## src/design/lsq_pkg.sv

```systemverilog
// Package for the least-squares slope block.
// Holds field widths, status codes and the controller/datapath command types.
// No dependencies.
`default_nettype none
package lsq_pkg;

  localparam int unsigned X_W     = 16;
  localparam int unsigned Y_W     = 24;
  localparam int unsigned SLOPE_W = 48;
  localparam int unsigned MEAN_W  = 40;
  localparam int unsigned COUNT_W = 10;
  localparam int unsigned STAT_W  = 2;
  localparam int unsigned FRAC_W  = 16;
  localparam int unsigned ACC_W   = 64;
  localparam int unsigned DIV_W   = 80;
  localparam int unsigned REM_W   = ACC_W + 1;
  localparam int unsigned STEP_W  = 7;
  localparam int unsigned DIV_STEPS  = DIV_W;
  localparam int unsigned DRAIN_LAST = 2;

  localparam logic [STAT_W-1:0] STAT_OK      = 2'd0;
  localparam logic [STAT_W-1:0] STAT_EMPTY   = 2'd1;
  localparam logic [STAT_W-1:0] STAT_FLAT_X  = 2'd2;

  typedef struct packed {
    logic load;
    logic pass_init;
    logic pass_rd;
    logic div_mean_ld;
    logic div_slope_ld;
    logic div_step;
    logic mean_save;
    logic publish;
  } lsq_cmd_t;

  typedef struct packed {
    logic pass_last;
  } lsq_sts_t;

endpackage
`default_nettype wire

```

## src/design/lsq_ctrl.sv

```systemverilog
// Sequencer of the least-squares slope block: load, second pass, two divisions.
// Depends on lsq_pkg.
`default_nettype none
module lsq_ctrl (
  input  wire logic              clk_i,
  input  wire logic              rst_ni,
  input  wire logic              in_valid_i,
  input  wire logic              in_last_i,
  output logic                   in_ready_o,
  output logic                   out_valid_o,
  input  wire logic              out_ready_i,
  output lsq_pkg::lsq_cmd_t      cmd_o,
  input  wire lsq_pkg::lsq_sts_t sts_i
);
  import lsq_pkg::*;

  typedef enum logic [6:0] {
    S_LOAD  = 7'b0000001,
    S_PASS  = 7'b0000010,
    S_DRAIN = 7'b0000100,
    S_DIVM  = 7'b0001000,
    S_MSAVE = 7'b0010000,
    S_DIVS  = 7'b0100000,
    S_DONE  = 7'b1000000
  } state_e;

  state_e            state_q, state_d;
  logic [STEP_W-1:0] step_q, step_d;
  logic              out_valid_q, out_valid_d;

  always_comb begin
    state_d     = state_q;
    step_d      = step_q;
    cmd_o       = '0;
    in_ready_o  = 1'b0;
    out_valid_d = out_valid_q & ~out_ready_i;
    unique case (state_q)
      S_LOAD: begin
        in_ready_o = 1'b1;
        if (in_valid_i) begin
          cmd_o.load = 1'b1;
          if (in_last_i) begin
            cmd_o.pass_init = 1'b1;
            state_d = S_PASS;
          end
        end
      end
      S_PASS: begin
        cmd_o.pass_rd = 1'b1;
        if (sts_i.pass_last) begin
          step_d  = '0;
          state_d = S_DRAIN;
        end
      end
      S_DRAIN: begin
        // let the last products reach the accumulators
        step_d = step_q + 1'b1;
        if (step_q == STEP_W'(DRAIN_LAST)) begin
          cmd_o.div_mean_ld = 1'b1;
          step_d  = '0;
          state_d = S_DIVM;
        end
      end
      S_DIVM: begin
        cmd_o.div_step = 1'b1;
        step_d = step_q + 1'b1;
        if (step_q == STEP_W'(DIV_STEPS - 1)) state_d = S_MSAVE;
      end
      S_MSAVE: begin
        cmd_o.mean_save    = 1'b1;
        cmd_o.div_slope_ld = 1'b1;
        step_d  = '0;
        state_d = S_DIVS;
      end
      S_DIVS: begin
        cmd_o.div_step = 1'b1;
        step_d = step_q + 1'b1;
        if (step_q == STEP_W'(DIV_STEPS - 1)) state_d = S_DONE;
      end
      S_DONE: begin
        // hold until the output register is free
        if (!out_valid_q || out_ready_i) begin
          cmd_o.publish = 1'b1;
          out_valid_d   = 1'b1;
          state_d       = S_LOAD;
        end
      end
      default: state_d = S_LOAD;
    endcase
  end

  assign out_valid_o = out_valid_q;

  always_ff @(posedge clk_i or negedge rst_ni) begin
    if (!rst_ni) begin
      state_q     <= S_LOAD;
      step_q      <= '0;
      out_valid_q <= 1'b0;
    end else begin
      state_q     <= state_d;
      step_q      <= step_d;
      out_valid_q <= out_valid_d;
    end
  end
endmodule
`default_nettype wire

```

## config.mk

```make
export PLATFORM = sky130hd
export DESIGN_NAME = lsq_ctrl
export DESIGN_NICKNAME = d
export VERILOG_FILES = /design/src/design/lsq_pkg.sv /design/src/design/lsq_ctrl.sv
export SDC_FILE = /design/constraint.sdc
export NUM_CORES = 1
export LEC_CHECK = 0
export BUFFER_PORTS_ARGS = -buffer_cell sky130_fd_sc_hd__buf_2
export CAP_MARGIN = 20
export CORE_ASPECT_RATIO = 0.9
export CORE_UTILIZATION = 48
export DETAILED_ROUTE_END_ITERATION = 10
export PLACE_DENSITY = 0.79
export SYNTH_ARGS = -nofsm -noshare
export SYNTH_HDL_FRONTEND = slang
export SYNTH_SLANG_ARGS = --single-unit
```

## constraint.sdc

```tcl
create_clock -name clk_i -period 1.97 [get_ports clk_i]
set_input_delay 0.0985 -clock clk_i [delete_from_list [all_inputs] [get_ports clk_i]]
set_output_delay 0.0985 -clock clk_i [all_outputs]
set_load 0.03 [all_outputs]
```

* Word level (Yosys, flattened, before mapping)
Index checks and enable logic that the tools add are counted.
Operators by class: equal/unequal tests 16, reduce and logical (&&, ||, !) cells 6, $add $sub $neg 1, bitwise gates (word level) 2, muxes and demuxes 24
Operator list (number):
- $mux W7 | 9
- $pmux W7 S7 | 1
- $pmux W7 S4 | 1
- $eq A7 B2 Y1 const B | 2
- $eq A7 B7 Y1 const B | 2
- $ne A2 B2 Y1 const B | 7
- $mux W1 | 11
- $add A7 B1 Y7 const B | 1
- $eq A7 B1 Y1 const B | 1
- $eq A7 B3 Y1 const B | 1
- $eq A7 B4 Y1 const B | 1
- $eq A7 B5 Y1 const B | 1
- $eq A7 B6 Y1 const B | 1
- $reduce_and A7 Y1 | 1
- $mux W2 | 2
- $reduce_bool A4 Y1 | 1
- $reduce_and A2 Y1 | 1
- $reduce_or A2 Y1 | 1
- $and A1 B1 Y1 | 1
- $logic_not A1 Y1 | 1
- $logic_or A1 B1 Y1 | 1
- $not A1 Y1 | 1
Word-level totals: word-level logic and storage cells 52, register bits 15

* Longest topological paths before layout
depth after elaboration 4, mapped depth 9

* Least setup slack after synthesis
No wires, ideal clock.
kind register -> register, from reg state_q[4], to reg step_q[5], period minus slack after synthesis 2325 ps, slack -355 ps, arrival time 2201 ps, stages on the path, launching flop included 8, path buffers 1, data required time 1846 ps, path through dfrtp_1 > buf_4 > nor2_1 > nand2_1 > nor3_1 > a311oi_1 > a21o_4 > a211o_1
Between the ends: cells in the longest elaborated chain, start to end 4, elaborated cells on any way between the ends 10, classes of those cells 6 x eq/ne; 1 x mux; 3 x reduce/logical
RTL lines:
- from (decl) | RTL line lsq_ctrl.sv:27 | state_e state_q, state_d;
- from (signal assigned) | RTL line lsq_ctrl.sv:100 | state_q <= state_d;
- $eq A7 B6 Y1 or $eq A7 B4 Y1 (tied branches) | RTL line lsq_ctrl.sv:37 | unique case (state_q)
- $reduce_or A2 Y1 (no line)
- $reduce_bool A4 Y1 (no line)
- $reduce_and A2 Y1 (no line)
- to (signal assigned) | RTL line lsq_ctrl.sv:101 | step_q <= step_d;
- to (decl) | RTL line lsq_ctrl.sv:28 | logic [STEP_W-1:0] step_q, step_d;
Several ways; a longest one is shown, not always the timed one. A chain may end at the register's enable or synchronous reset.

* Worst setup path after layout
from reg step_q[0], to reg step_q[2]
Between the ends: cells in the longest elaborated chain, start to end 3, elaborated cells on any way between the ends 4, classes of those cells 1 x add/sub; 1 x eq/ne; 2 x mux
RTL lines:
- $add A7 B1 Y7 or $eq A7 B2 Y1 (tied branches)
- $mux W7 | RTL line lsq_ctrl.sv:58 | if (step_q == STEP_W'(DRAIN_LAST)) begin
- $pmux W7 S4 (*) | RTL line lsq_ctrl.sv:37
Every way passes the cells marked *; elsewhere a longest branch is shown, timed or not.

==> run summary <==
In this run the tightest slew margin relative to its limit is 74.8%. CTS placed an instance of sky130_fd_sc_hd__clkbuf_4 at the clock tree root. In the final layout, the share of cells above drive strength 1 is 50.4%. The share of the synthesized area in the top cell type is 37.6%.

Setup repair after global routing could not meet its margin everywhere. The share of the Yosys chip area taken by registers is 40.5%. The run finished, with violations left. The register clock-pin slew on the reported worst setup and hold paths came out at 0.10 ns.

After floorplanning, the core was sized to cover 1750 sq um. The number of synthesis warnings is 0. The final number of hold-violating endpoints came out at 0. The deepest clock path buffer count is 2. The violation count after the first detailed-routing iteration came out at 55. The floorplan die area is 2120 sq um. Routability-driven placement finished with a final weighted congestion of 0.783.

The post-route core utilization came out at 78.2%. The share of flip-flops with an asynchronous set or reset is 100%. The data arrival time of the critical path came out at 2.21 ns.

The number of antenna diodes in the final layout is 0. The CTS tree is done. After detailed routing, the number of vias per cell comes to 5.83. The slowest stage of the critical path belongs to the cell sky130_fd_sc_hd__dfrtp_1. The via count of the first global-routing pass was 832. The number of distinct library cell variants in the gate-level netlist after synthesis came out at 37. In this run the mean area of a mapped cell was 9.40 sq um. The first-pass GRT wire length came out at 3780 um. The number of detailed-route iterations in the first pass came out at 4.

The initialized floorplan defines 14 standard-cell rows. The number of pins with negative max-slew slack in the final report is 0. The vertical extent of the die came out at 43.8 um. After layout, the minimum clock period comes to 2.02 ns. The combined buffer and inverter count along the critical path came out at 1.

The library cell used most frequently in the layout, excluding fill and tap cells, is sky130_fd_sc_hd__buf_4. The count of flip-flops with a built-in enable after synthesis is 0. The number of clock buffers inserted by TritonCTS is 3. The total number of vias is 951. The power per unit of standard cell area came out at 1280 nW/um^2. The max-capacitance violation count is 0. The total leakage power came out at 0.660 nW.

The filler cell count is 137. CTS built an H-tree with a depth of 1. The post-synthesis instance total is 99. The detailed-placement wirelength estimate came out at 1620 um.

The aggregate routed wire length came out at 2870 um. The die extent in x is 48.4 um. The kind of cell adding the most delay to the critical path is compound AO/OA/AOI/OAI gates.

Relative to the synthesized area, the layout overhead comes to 47.2%. The critical path goes through inv_2 -> ha_4 -> nor4b_4 -> nand2_1 -> nor3b_4 -> a221o_1 -> a21o_4 -> a211o_1. The required time of the critical path is 2.16 ns. By area the synthesized netlist is led by sky130_fd_sc_hd__dfrtp_1, sky130_fd_sc_hd__nand2b_1, sky130_fd_sc_hd__nand2_1.

The maximum fanout encountered on the critical timing path came out at 6. The later pin in the worst-skew pair is clocked with a latency of 0.30 ns. The detail route stage leaves a number of antenna-violating nets equal to 0. The tree built by TritonCTS fans out to 15 sinks. STA classifies the critical path startpoint as a flop. The post-synthesis register bit count is 15. The total global routing track utilization came out at 24.2%. The number of nets produced by synthesis came out at 107. The worst-case setup margin in the final layout is -0.0512 ns. The largest net degree at the start of global routing is 16. The post-synthesis cell type with the largest combined area is sky130_fd_sc_hd__dfrtp_1. The total power came out at 1.75 mW.

The top cell types in the final layout, fill and taps aside, are sky130_fd_sc_hd__buf_4, sky130_fd_sc_hd__buf_2, sky130_fd_sc_hd__nand2b_1, sky130_fd_sc_hd__dfrtp_1, sky130_fd_sc_hd__nand2_1. The mapped netlist covers 931 sq um. In the routed design, unresolved DRC markers number 0. The final critical-path share of the clock period came out at 103%. Among all flip-flop cells after synthesis, the most frequent one is sky130_fd_sc_hd__dfrtp_1. The initial core utilization came out at 53.1%.

The critical path is of the flop to flop type. The checks that failed: negative setup slack. The post-layout net count came out at 148. The total global routing overflow is 0.

The path class of the tightest hold or removal check is input pin to flop. VDD sags by at most 939 uV. The count of buffers added on input and output ports is 15. The number of endpoints failing setup at the final stage came out at 4. The initial antenna violation count is 0.

The boundary pin count came out at 16. The slew at the pin closest to its max-slew limit came out at 0.374 ns. The routed length per placed instance is 17.6 um. The worst setup path is captured at a flop. The post-placement worst setup slack is -0.0537 ns. The clock arrives with 0.00590 ns of skew. For this run, the slowest stage of the critical path takes 0.40 ns. The fmax is 495 MHz.
[flip-flops by register name, summed over array words and instances, names as in the netlist]
name	count
out_valid_o	1
state_q	7
step_q	7
[layer usage]
metal | wire length, um | vias up | GRT usage [%]
li1 | - | 441 | -
met1 | 1210 | 465 | 28.3
met4 | 50 | 0 | 7.65
met2 | 1450 | 39 | 43.4
met5 | 0 | - | 0
met3 | 152 | 6 | 7.02
[logic make-up after synthesis]
group                      Yosys count  share of synthesized area, %
AOI/OAI and AO/OA                   22                          18.3
xor gates and xnor gates             3                          2.82
and+or+nand+nor                     50                          31.2
DFF                                 15                          40.5
adders and majority gates            2                          2.69
buffers and inverters                7                          4.57
[through the flow]
step | cells | hold slack [ns] | instance area [sq um] | TNS, ns
final | 163 | 0.0739 | 1370 | -0.144
after CTS | 157 | 0.0631 | 1230 | -0.0521
after global placement | 152 | 0.0250 | 1160 | 0
after global routing | 163 | 0.0972 | 1370 | -0.627
after floorplan | 99 | -0.197 | 956 | -0.915
after detailed placement | 152 | 0.0291 | 1160 | -0.0909
[area by class of cell]
type / instances / area (sq um) / area share, %
flip-flops and latches: 15 / 383 / 27.9
repair buffers: 40 / 297 / 21.6
inverters: 3 / 13.8 / 1.00
well taps: 24 / 30.0 / 2.19
clock inverters: 1 / 5.00 / 0.365
clock buffers: 3 / 22.5 / 1.64
multi-input cells: 77 / 619 / 45.2
[synth_stat cells (2+ instances only)]
master and count:
sky130_fd_sc_hd__a21oi_1 5, sky130_fd_sc_hd__xor2_1 2, sky130_fd_sc_hd__or3_1 2, sky130_fd_sc_hd__or4b_1 2, sky130_fd_sc_hd__and3_1 2, sky130_fd_sc_hd__o32ai_1 2
sky130_fd_sc_hd__a211o_1 2, sky130_fd_sc_hd__nor3b_1 3, sky130_fd_sc_hd__ha_1 2, sky130_fd_sc_hd__nor3_1 5, sky130_fd_sc_hd__o2bb2ai_1 3, sky130_fd_sc_hd__inv_2 2
sky130_fd_sc_hd__dfrtp_1 14, sky130_fd_sc_hd__nor2_1 8, sky130_fd_sc_hd__nand3_1 5, sky130_fd_sc_hd__a21o_1 3, sky130_fd_sc_hd__buf_4 2, sky130_fd_sc_hd__nand2_1 8
sky130_fd_sc_hd__nand2b_1 9
[worst register-to-register path, stage by stage (launching register included)]
cell and delay, ns:
sky130_fd_sc_hd__dfrtp_1 0.40, sky130_fd_sc_hd__inv_2 0.08, sky130_fd_sc_hd__ha_4 0.12, sky130_fd_sc_hd__nor4b_4 0.21, sky130_fd_sc_hd__nand2_1 0.12, sky130_fd_sc_hd__nor3b_4 0.17, sky130_fd_sc_hd__a221o_1 0.30, sky130_fd_sc_hd__a21o_4 0.25
sky130_fd_sc_hd__a211o_1 0.26
[path summary, 6_finish.rpt]
kind	start	end	slack (ns)	cells after the start
max	step_q[0]	step_q[2]	-0.05	8
min	in_last_i	state_q[0]	0.07	3
max reg2reg	step_q[0]	step_q[2]	-0.05	8
min reg2reg	step_q[5]	step_q[5]	0.57	1
max in group asynchronous	rst_ni	state_q[0]	1.42	2
min in group asynchronous	rst_ni	step_q[1]	0.24	2
[timing repair]
action / CTS / global route
hold buffers: 1 / 0
setup endpoints to repair: 9 / 13
endpoints found under the hold margin: 14 / 0
pin swaps: 3 / 6
cloned: 0 / 0
resized for setup: 10 / 22
buffers inserted: 0 / 6
[power by group]
group,total [mW],internal (mW),switching (mW)
Combinational,1.07,0.502,0.570
Sequential,0.495,0.388,0.107
Clock,0.187,0.0758,0.111
No activity file was read; power rests on OpenSTA's default activity.
